## config.mk

```make
export PLATFORM = sky130hd
export DESIGN_NAME = svpwm_div
export DESIGN_NICKNAME = d
export VERILOG_FILES = /design/src/sv/svpwm_div.sv
export SDC_FILE = /design/constraint.sdc
export NUM_CORES = 2
export LEC_CHECK = 0
export ABC_AREA = 1
export BUFFER_PORTS_ARGS = -buffer_cell sky130_fd_sc_hd__buf_2
export CAP_MARGIN = 10
export CORE_MARGIN = 5
export CORE_UTILIZATION = 40
export DETAILED_ROUTE_END_ITERATION = 7
export GPL_TIMING_DRIVEN = 0
export PLACE_DENSITY = 0.59
export RECOVER_POWER = 100
export SLEW_MARGIN = 20
export SYNTH_ARGS = -nofsm -noshare
export SYNTH_HDL_FRONTEND = slang
export SYNTH_SLANG_ARGS = --single-unit
```

## constraint.sdc

```tcl
create_clock -name clk_i -period 2.1 [get_ports clk_i]
set_clock_uncertainty 0.2 [all_clocks]
set_input_delay 0 -clock clk_i [delete_from_list [all_inputs] [get_ports clk_i]]
set_output_delay 0 -clock clk_i [all_outputs]
set_load 0.05 [all_outputs]
```

## src/sv/svpwm_div.sv

```systemverilog
`timescale 1ns / 1ps
// ----------------------------------------------------------------------------
// svpwm_div
// Pipelined restoring divider, one quotient bit per stage. The dividend must
// be below divisor * 2^QW so the quotient fits QW bits.
// ----------------------------------------------------------------------------
module svpwm_div #(
  parameter int DW = 32,
  parameter int QW = 16,
  parameter int TW = 1
) (
  input  logic            clk_i,
  input  logic            rst_ni,
  input  logic            en_i,
  input  logic            valid_i,
  input  logic [DW+QW-1:0] n_i,
  input  logic [DW-1:0]   d_i,
  input  logic [TW-1:0]   tag_i,
  output logic            valid_o,
  output logic [QW-1:0]   q_o,
  output logic [TW-1:0]   tag_o
);

  logic [DW-1:0] rem_in [QW];
  logic [QW-1:0] lo_in  [QW];
  logic [QW-1:0] quo_in [QW];
  logic [DW-1:0] d_in   [QW];
  logic [TW-1:0] tag_in [QW];
  logic          v_in   [QW];

  logic [DW-1:0] rem_q [QW];
  logic [QW-1:0] lo_q  [QW];
  logic [QW-1:0] quo_q [QW];
  logic [DW-1:0] d_q   [QW];
  logic [TW-1:0] tag_q [QW];
  logic          v_q   [QW];

  for (genvar k = 0; k < QW; k++) begin : g_stage
    logic [DW:0]   trial;
    logic          take;
    logic [DW-1:0] rem_d;

    if (k == 0) begin : g_first
      assign rem_in[k] = n_i[DW+QW-1:QW];
      assign lo_in[k]  = n_i[QW-1:0];
      assign quo_in[k] = '0;
      assign d_in[k]   = d_i;
      assign tag_in[k] = tag_i;
      assign v_in[k]   = valid_i;
    end else begin : g_next
      assign rem_in[k] = rem_q[k-1];
      assign lo_in[k]  = lo_q[k-1];
      assign quo_in[k] = quo_q[k-1];
      assign d_in[k]   = d_q[k-1];
      assign tag_in[k] = tag_q[k-1];
      assign v_in[k]   = v_q[k-1];
    end

    always_comb begin
      trial = {rem_in[k], lo_in[k][QW-1]};
      take  = trial >= {1'b0, d_in[k]};
      if (take) begin
        rem_d = DW'(trial - {1'b0, d_in[k]});
      end else begin
        rem_d = trial[DW-1:0];
      end
    end

    always_ff @(posedge clk_i or negedge rst_ni) begin
      if (!rst_ni) begin
        v_q[k] <= 1'b0;
      end else if (en_i) begin
        v_q[k] <= v_in[k];
      end
    end

    always_ff @(posedge clk_i) begin
      if (en_i) begin
        rem_q[k] <= rem_d;
        lo_q[k]  <= lo_in[k] << 1;
        quo_q[k] <= {quo_in[k][QW-2:0], take};
        d_q[k]   <= d_in[k];
        tag_q[k] <= tag_in[k];
      end
    end
  end

  assign valid_o = v_q[QW-1];
  assign q_o     = quo_q[QW-1];
  assign tag_o   = tag_q[QW-1];

endmodule

```

==> summary.txt <==
Outcome = finished, violations left
Failing checks = hold timing, capacitance limit, slew limit, setup timing
Worst Hold Class = primary input to flip-flop
Initial antenna violation count = 11
Clock Sinks = 1248
Crit path DAT = 2990 ps
#FFs+latches synth = 1248
Post-synthesis net count = 11.9k
Mapped Avg Cell Area = 7.49 um2
Post-synth top area share = 0.438
Worst Tran Pin Value = 1980 ps
Synth Instances = 11.3k
Num rows = 168
CTS root buf = clkbuf_16
Startpoint types = flip-flop
Worst skew pair latency = 810 ps
Fraction of layout cells with a size suffix above 1 = 0.220
Met2 wire len = 141000 um
Detailed placement HPWL = 221000 um
Die Y = 470 um
Post-synth ARST share = 0.0128
Critical Path Max Stage Delay = 600 ps
R2R Setup Slk = -540 ps
Pwr Density = 1460 nW/um2
Sequential share of the synthesized area = 0.442
Slew HR = -0.321
Reg2Reg Depth = 10
Die area = 221000 um2
Area contributors post-synth = edfxtp_1 (44%), nand2_1 (19%), inv_1 (10%)
Crit path capture = rem_q[11][3]
Max layer used = met4
Maximum clock path buffer count = 3
Synth Cell Area = 84500 um2
CTS tree = built
Final hold violation count = 168
Worst-path clk slew = 60 ps
Final WS setup = -543 ps
Vias/cell = 4.89
Worst IR Drop VDD = 0.00107 V
Vias in the first global route = 70.8k
Total CTS buffers = 149
DRC Markers = 0
Area post-placement = 90600 um2
GRT overflow = 0
RR Endpoint = rem_q[11][3]
CP Max Fanout = 6
Final Max Tran Viols = 144
Synth area leader = edfxtp_1
H-tree lvl count = 4
Post-Route M1 WL = 118000 um
Gpl congestion = 0.952
Worst setup path class = flip-flop to flip-flop
Buf/Inv on CP = 2
RR Startpoint = d_q[10][29]
Drt total wl = 285000 um
Cells after DPL = 14.2k
Synthesis warning total = 0
Syn-to-layout area delta = 31.4%
Maxcap violations = 1
Min Hold Slack = -588 ps
# setup viols final = 624
CP endpoint kind = flip-flop
Unrepaired setup endpoints after global routing = yes
Nets = 13.0k
Post-route ant nets = 0
Via count = 74.8k
# IOs = 103
Final Power = 163 mW
Crit. Startpoint = d_q[10][29]
First drt pass iteration count = 8
Core Area = 210000 um2
Final Instance Area = 111000 um2
DR WL/cell = 18.6 um
Global-route usage over all layers = 0.245
Slowest cell on the critical path = edfxtp_1
Port-buffer cells = 102
Met3 WL = 13000 um
Global-route wire length before repair = 418000 um
Main synth FF type = edfxtp_1
Count of cell types in the netlist = 39
CP required = 2450 ps
Final min period = 2640 ps
# hold bufs at CTS = 172
Initial drt markers = 5402
Maximum operating frequency = 0.378 GHz
Number of synthesized flops with an enable pin = 1232
Post-Layout Cell Count = 15.3k
Final period util = 1.26
Largest net degree at the start of global routing = 150
Starting density of the core = 0.403
DIE WIDTH = 470 um
CP top delay family = simple AND/OR/NAND/NOR gates
Leak pwr = 53.9 nW
Cell count along the critical path = 10
Critical-path cell list = inv_2 -> ha_4 -> nand2_4 -> nor3_4 -> nand2_2 -> nor3_4 -> nand2_8 -> bufbuf_16 -> nand3_1 -> nand2_2
==> logic make-up after synthesis <==
group           count (synthesis)  synth area share
mux                             2          0.000266
fa+ha+maj                     527            0.0793
buf+inv                      2500             0.116
compound gates                378            0.0230
flops                        1248             0.442
simple gates                 6423             0.317
xor+xnor                      210            0.0218
==> power breakdown <==
part	switching [mW]	leakage (nW)	total, mW	internal, mW
Combinational	56.7	39.3	94.4	37.7
Clock	11.0	2.39	26.2	15.2
Sequential	5.86	12.3	42.1	36.2
==> flip-flops by register name, indices dropped and copies added, names as in the netlist <==
name	flops
v_in	15
rem_q	480
tag_q	16
valid_o	1
lo_q	120
d_q	480
quo_q	136
==> repair_timing <==
| action | CTS | global route |
|---|---|---|
| buffers inserted | 369 | 262 |
| endpoints found under the setup margin | 463 | 598 |
| hold endpoints to repair | 518 | 380 |
| pin swaps | 237 | 222 |
| gates cloned | 19 | 17 |
| gates resized for setup | 1004 | 1044 |
==> worst min path at each step <==
stage | slack, ps | depth (start not counted) | to | from
detailed placement | -270 | 1 | valid_o | rst_ni
global placement | -290 | 1 | valid_o | rst_ni
CTS | -630 | 1 | d_q[4][29] | en_i
floorplan | -500 | 0 | v_in[0] | rst_ni
finish | -590 | 1 | d_q[4][25] | en_i
global route | -620 | 1 | d_q[4][25] | en_i
==> layer usage <==
layer  track usage  vias to the layer above
li1              -                    37483
met1         0.307                    34919
met2         0.435                     1938
met3        0.0242                      509
met4        0.0945                        0
met5             0                        -
==> layout by cell type (no fill, tap or decap), types with 58 or more instances in the layout <==
cell type      synthesis  routed
ha_1                 512     130
edfxtp_1            1232    1232
nor2_2                30      96
inv_1               2355    2153
and2_1                72      72
a21oi_1              313     280
nand3b_1             113     113
inv_2                  3     201
nand3_2               37     137
nor3_1               126      84
nor2_4                 1      89
nand2_4               18     164
buf_4                  5     458
clkbuf_16              0     167
nand3_1              940     793
dlygate4sd3_1          0     172
nor2_1               645     491
nand2_2               28     472
buf_6                 42      58
clkbuf_4               0      64
buf_2                 82     112
xor2_1               190     190
clkbuf_1              12     149
nand2_1             4345    3737
ha_4                   0     362
==> per-stage QoR <==
| stage | hold slack, ps | TNS (ps) | utilization | setup WS, ps |
|---|---|---|---|---|
| after floorplan | -496 | -3540 | - | -43.4 |
| after global placement | -287 | - | 0.430 | -18820 |
| after detailed placement | -275 | -595230 | 0.431 | -1090 |
| after CTS | -629 | -192640 | 0.499 | -519 |
| after global routing | -619 | -294110 | 0.529 | -579 |
| final | -588 | -224270 | 0.529 | -543 |
==> cell type report <==
cell class              instances  area [um2]
clock inverters               103        1140
plain buffers                 141        1550
inverters                    2358        8860
clock buffers                 169        3820
flip-flops and latches       1248       37400
repair buffers                950        7830
fillers                     19757       98900
multi-input cells            7540       47000
well taps                    2805        3510
diodes                          8        20.0
==> cells in the mapped netlist, types with 2 or more instances <==
library cell,n
a21o_1,2
a21oi_1,313
and2_1,72
buf_2,82
buf_4,5
buf_6,42
clkbuf_1,12
dfrtp_1,16
edfxtp_1,1232
fa_1,15
ha_1,512
inv_1,2355
inv_2,3
mux2_2,2
nand2_1,4345
nand2_2,28
nand2_4,18
nand3_1,940
nand3_2,37
nand3b_1,113
nand3b_2,4
nand4_1,45
nor2_1,645
nor2_2,30
nor3_1,126
nor3_2,6
nor4_1,3
o21ai_0,36
o21ai_1,7
o21bai_1,19
or2_2,7
xnor2_1,20
xor2_1,190
(Power assumes the default switching activity.)
