<file path="config.mk">
export PLATFORM = sky130hd
export DESIGN_NAME = svpwm_sqrt
export DESIGN_NICKNAME = d
export VERILOG_FILES = /design/src/sv/svpwm_sqrt.sv
export SDC_FILE = /design/constraint.sdc
export NUM_CORES = 1
export LEC_CHECK = 0
export ABC_AREA = 1
export BUFFER_PORTS_ARGS = -buffer_cell sky130_fd_sc_hd__buf_2
export CAP_MARGIN = 20
export CORE_AREA = 3 3 302 304
export DETAILED_ROUTE_END_ITERATION = 10
export DIE_AREA = 0 0 305 307
export GPL_TIMING_DRIVEN = 0
export HOLD_SLACK_MARGIN = 0.06
export REMOVE_ABC_BUFFERS = 1
export SLEW_MARGIN = 20
export SYNTH_ARGS = -nofsm -noshare
export SYNTH_HDL_FRONTEND = slang
export SYNTH_SLANG_ARGS = --single-unit
</file>
<file path="constraint.sdc">
create_clock -name clk_i -period 4.5 [get_ports clk_i]
set_clock_uncertainty 0.2 [all_clocks]
set_input_delay 0.45 -clock clk_i [delete_from_list [all_inputs] [get_ports clk_i]]
set_output_delay 0.45 -clock clk_i [all_outputs]
set_load 0.02 [all_outputs]
</file>
<file path="src/sv/svpwm_sqrt.sv">
`timescale 1ns / 1ps
// ----------------------------------------------------------------------------
// svpwm_sqrt
// Pipelined integer square root, one result bit per stage, floor result.
// ----------------------------------------------------------------------------
module svpwm_sqrt #(
  parameter int NW = 32,
  parameter int TW = 1
) (
  input  logic            clk_i,
  input  logic            rst_ni,
  input  logic            en_i,
  input  logic            valid_i,
  input  logic [NW-1:0]   n_i,
  input  logic [TW-1:0]   tag_i,
  output logic            valid_o,
  output logic [NW/2-1:0] root_o,
  output logic [TW-1:0]   tag_o
);

  localparam int RW = NW / 2;

  logic [NW-1:0] rem_in [RW];
  logic [NW-1:0] res_in [RW];
  logic [TW-1:0] tag_in [RW];
  logic          v_in   [RW];

  logic [NW-1:0] rem_q [RW];
  logic [NW-1:0] res_q [RW];
  logic [TW-1:0] tag_q [RW];
  logic          v_q   [RW];

  for (genvar k = 0; k < RW; k++) begin : g_stage
    localparam int BP = NW - 2 - 2 * k;
    logic [NW:0]   bitv;
    logic [NW:0]   trial;
    logic          take;
    logic [NW-1:0] rem_d;
    logic [NW-1:0] res_d;

    if (k == 0) begin : g_first
      assign rem_in[k] = n_i;
      assign res_in[k] = '0;
      assign tag_in[k] = tag_i;
      assign v_in[k]   = valid_i;
    end else begin : g_next
      assign rem_in[k] = rem_q[k-1];
      assign res_in[k] = res_q[k-1];
      assign tag_in[k] = tag_q[k-1];
      assign v_in[k]   = v_q[k-1];
    end

    always_comb begin
      bitv  = (NW+1)'(1) << BP;
      trial = {1'b0, res_in[k]} + bitv;
      take  = {1'b0, rem_in[k]} >= trial;
      if (take) begin
        rem_d = NW'({1'b0, rem_in[k]} - trial);
        res_d = NW'(({1'b0, res_in[k]} >> 1) + bitv);
      end else begin
        rem_d = rem_in[k];
        res_d = res_in[k] >> 1;
      end
    end

    always_ff @(posedge clk_i or negedge rst_ni) begin
      if (!rst_ni) begin
        v_q[k] <= 1'b0;
      end else if (en_i) begin
        v_q[k] <= v_in[k];
      end
    end

    always_ff @(posedge clk_i) begin
      if (en_i) begin
        rem_q[k] <= rem_d;
        res_q[k] <= res_d;
        tag_q[k] <= tag_in[k];
      end
    end
  end

  assign valid_o = v_q[RW-1];
  assign root_o  = res_q[RW-1][RW-1:0];
  assign tag_o   = tag_q[RW-1];

endmodule

</file>
==> impl_metrics.csv <==
group,metric,value,unit
synth,ys_warn_count,0,
routing,drtIter0Drc,1625,
global_route,grt_pass1_wl,132000,um
placed_design,port_buffers,54,
clocking,cts_buffers,74,
routing,drcViolationCount,0,
clocking,cts_max_path_buffers,3,
placed_design,dp_hpwl,64500,um
global_route,met2_usage,31.3,%
cells_and_area,nFillCells,8516,
timing,final.period_utilization,71.6,%
timing,period_minus_slack,3.22,ns
global_route,grt_max_degree,110,
worst_setup_path,r2r_slack,1.28,ns
placed_design,gp_congestion,0.895,
timing,hold_viol,0,
worst_setup_path,rr_worst_depth,11,
clocking,cts_resized,0,
routing,wl_per_cell,16.0,um
clocking,cts.sinks,648,
die,dieArea,93600,um^2
global_route,grt-ovfl-total,0,
routing,viasPerCell,4.85,
timing,tightest_slew,0.990,ns
die,io_pins,55,
synth,synth-async-reset-ratio,2.47,%
clocking,cts_htree_levels,3,
worst_setup_path,worstReg2RegStart,"rem_q[1][168]$_DFFE_PP_",
synth,synth_top_area_cell,"edfxtp_1",
synth,synth_cell_types,60,
synth,netlist_area,35400,um^2
worst_setup_path,cp_data_arrival_time,3.32,ns
cells_and_area,num_antenna_cells,0,
synth,ys_top_cells_by_area,"edfxtp_1, nand2_1, inv_1",
global_route,grt_pass1_vias,24700,
worst_setup_path,worstSetupPathType,"reg -> reg",
cells_and_area,final_util,45.0,%
timing,setup_violations,0,
timing,max_freq,0.311,GHz
synth,synth_top_area_share,53.6,%
die,rows,109,
global_route,grt-busiest-layer,"met2",
routing,wl,83900,um
routing,drtPass1Iterations,5,
clocking,root_buffer,"clkbuf_16",
die,fp.dieW,305,um
worst_setup_path,cp_max_fo,33,
clocking,clk_pin_slew_worst_paths,0.06,ns
routing,ant_nets,0,
die,dieHeight,307,um
die,coreArea,88500,um^2
timing,slew_viol_final,0,
worst_setup_path,r2r-end,"rem_q[1][199]$_DFFE_PP_",
synth,synth_flop_cell,"edfxtp_1",
synth,synth-edff-count,632,
hold_path,hp-class,"reg -> reg",
cells_and_area,final_layout_size_suffix_gt1_share,8.48,%
timing,max_slew_margin,33.9,%
worst_setup_path,cp_data_required_time,4.60,ns
worst_setup_path,crit_path_end_kind,"flip-flop",
cells_and_area,nets,4202,
synth,synth_cells,3871,
synth,seq_area_frac_synth,54.7,%
routing,vias,25400,
global_route,grtUsageMet3,2.67,%
placed_design,dp.cells,5067,
cells_and_area,multiInputGateArea,13500,um^2
power,power.leakage,0.0172,uW
synth,avgSynthCellArea,9.15,um^2
timing,grt_setup_unrepaired,"false",
global_route,grt_use_met1,22.8,%
worst_setup_path,endpoint,"rem_q[1][199]$_DFFE_PP_",
clocking,cts_tree,"built",
cells_and_area,seqCellArea,19400,um^2
cells_and_area,final_cells,5235,
worst_setup_path,crit_start,"rem_q[1][168]$_DFFE_PP_",
worst_setup_path,cp-start-kind,"flip-flop",
power,vdd_drop_max,0.371,mV
run,maxCapViolations,0,
power,powerDensity,450,nW/um^2
timing,finalSetupTns,0,ns
synth,ys_seq_elements,648,
clocking,clock_latency,0.64,ns
outcome,outcome,"complete, no violations",
global_route,grt_usage,17.9,%
cells_and_area,area_growth,12.6,%
global_route,antenna_found_initial,1,
die,initial_core_util,40.0,%
-- layout make-up --
class	instances	share of cell area [%]
tap	1165	3.66
inverter	593	5.61
sequential	648	48.6
timing repair buffer	98	2.12
multi-input combinational	2600	33.9
clock buffer	86	4.78
clock inverter	45	1.38
-- Yosys cell counts (3+ instances only) --
cell	n
o21ai_0	76
nand3_2	6
nor2_2	22
edfxtp_1	632
nand3_1	223
buf_2	3
xnor2_1	39
nor3b_1	4
a21o_1	7
nand4_1	67
xor2_1	69
nand2_4	4
a21oi_4	4
o21ai_1	11
dfrtp_1	16
nand2_1	1150
nand3b_1	29
inv_1	578
and2_1	6
o21ai_2	26
nor3_1	54
and3_1	3
ha_1	150
o21bai_1	8
inv_2	12
a21oi_1	129
buf_6	15
nand2_2	32
clkbuf_1	3
or2_2	8
nor2_1	383
nor2_4	9
nor4_1	21
buf_4	5
a21oi_2	34
-- per-stage QoR --
step	worst slack, ns	area, um^2	total power (uW)	hold slack (ns)
after floorplan	2.15	35100	10800	-0.0456
after global placement	-7.97	36800	12100	0.175
after detailed placement	1.27	37000	12000	0.186
after CTS	1.25	39900	18100	0.213
after global routing	1.02	39900	19000	0.221
final	1.28	39900	17900	0.211
-- power breakdown --
part	total [uW]	internal, uW	switching, uW
Sequential	8070	7550	516
Clock	5990	3450	2540
Combinational	3880	1320	2560
Total	17900	12300	5610
-- per-layer routing --
layer  wire length [um]  part of all wire [%]
met5                  7                0.0083
met4               2830                   3.4
met3               2820                   3.4
met2              40900                    49
met1              37400                    45
-- worst min path at each step --
stage / from / slack (ns) / depth (start not counted) / end
after floorplan: rst_ni / -0.05 / 0 / v_in[0]$_DFFE_PN0P_
after global placement: rst_ni / 0.18 / 1 / valid_o$_DFFE_PN0P_
after detailed placement: rst_ni / 0.19 / 1 / valid_o$_DFFE_PN0P_
after CTS: tag_q[1][5]$_DFFE_PP_ / 0.21 / 0 / tag_q[1][6]$_DFFE_PP_
after global routing: tag_q[1][5]$_DFFE_PP_ / 0.22 / 0 / tag_q[1][6]$_DFFE_PP_
final: tag_q[1][5]$_DFFE_PP_ / 0.21 / 0 / tag_q[1][6]$_DFFE_PP_
-- cells by family after synthesis --
group | Yosys count | synth area share, %
flops | 648 | 54.7
compound gates | 305 | 5.29
buf+inv | 623 | 7.13
simple gates | 2035 | 24.8
mux | 2 | 0.0636
xor+xnor | 108 | 2.67
fa+ha+maj | 150 | 5.30
-- cell usage in the layout, fill, tap and decap left out, types with 7 or more instances in the layout --
cell type	n
nand2_1	1150
edfxtp_1	632
inv_1	578
nor2_1	383
nand3_1	223
ha_1	150
a21oi_1	129
o21ai_0	76
clkbuf_16	74
xor2_1	69
nand4_1	67
nor3_1	54
buf_2	53
xnor2_1	39
dlygate4sd3_1	37
a21oi_2	34
nand2_2	32
nand3b_1	29
o21ai_2	26
nor2_2	22
nor4_1	21
dfrtp_1	16
inv_2	12
clkinv_2	12
o21ai_1	11
clkbuf_1	11
nor2_4	9
clkinv_1	9
o21bai_1	8
or2_2	8
a21o_1	7
clkinvlp_4	7
buf_16	7
-- sequential cells by signal, indices dropped and copies added, names as in the netlist --
name and flops:
res_q 136, tag_q 16, valid_o 1, rem_q 480
v_in 15
-- worst max-delay path, cell delays in order, from the launching register on --
cell	delay, ns
edfxtp_1	0.44
ha_1	0.39
nand2_1	0.18
inv_1	0.06
nand2_1	0.06
nand2_1	0.09
inv_1	0.06
nand2_1	0.08
nand2_1	0.14
nand2_2	0.12
a21oi_4	0.80
o21ai_0	0.27
-- what timing repair did --
item	CTS	global route
hold endpoints to repair	57	0
hold buffers	37	0
buffers inserted	0	0
Note: power is estimated with default switching activity, not from simulation.
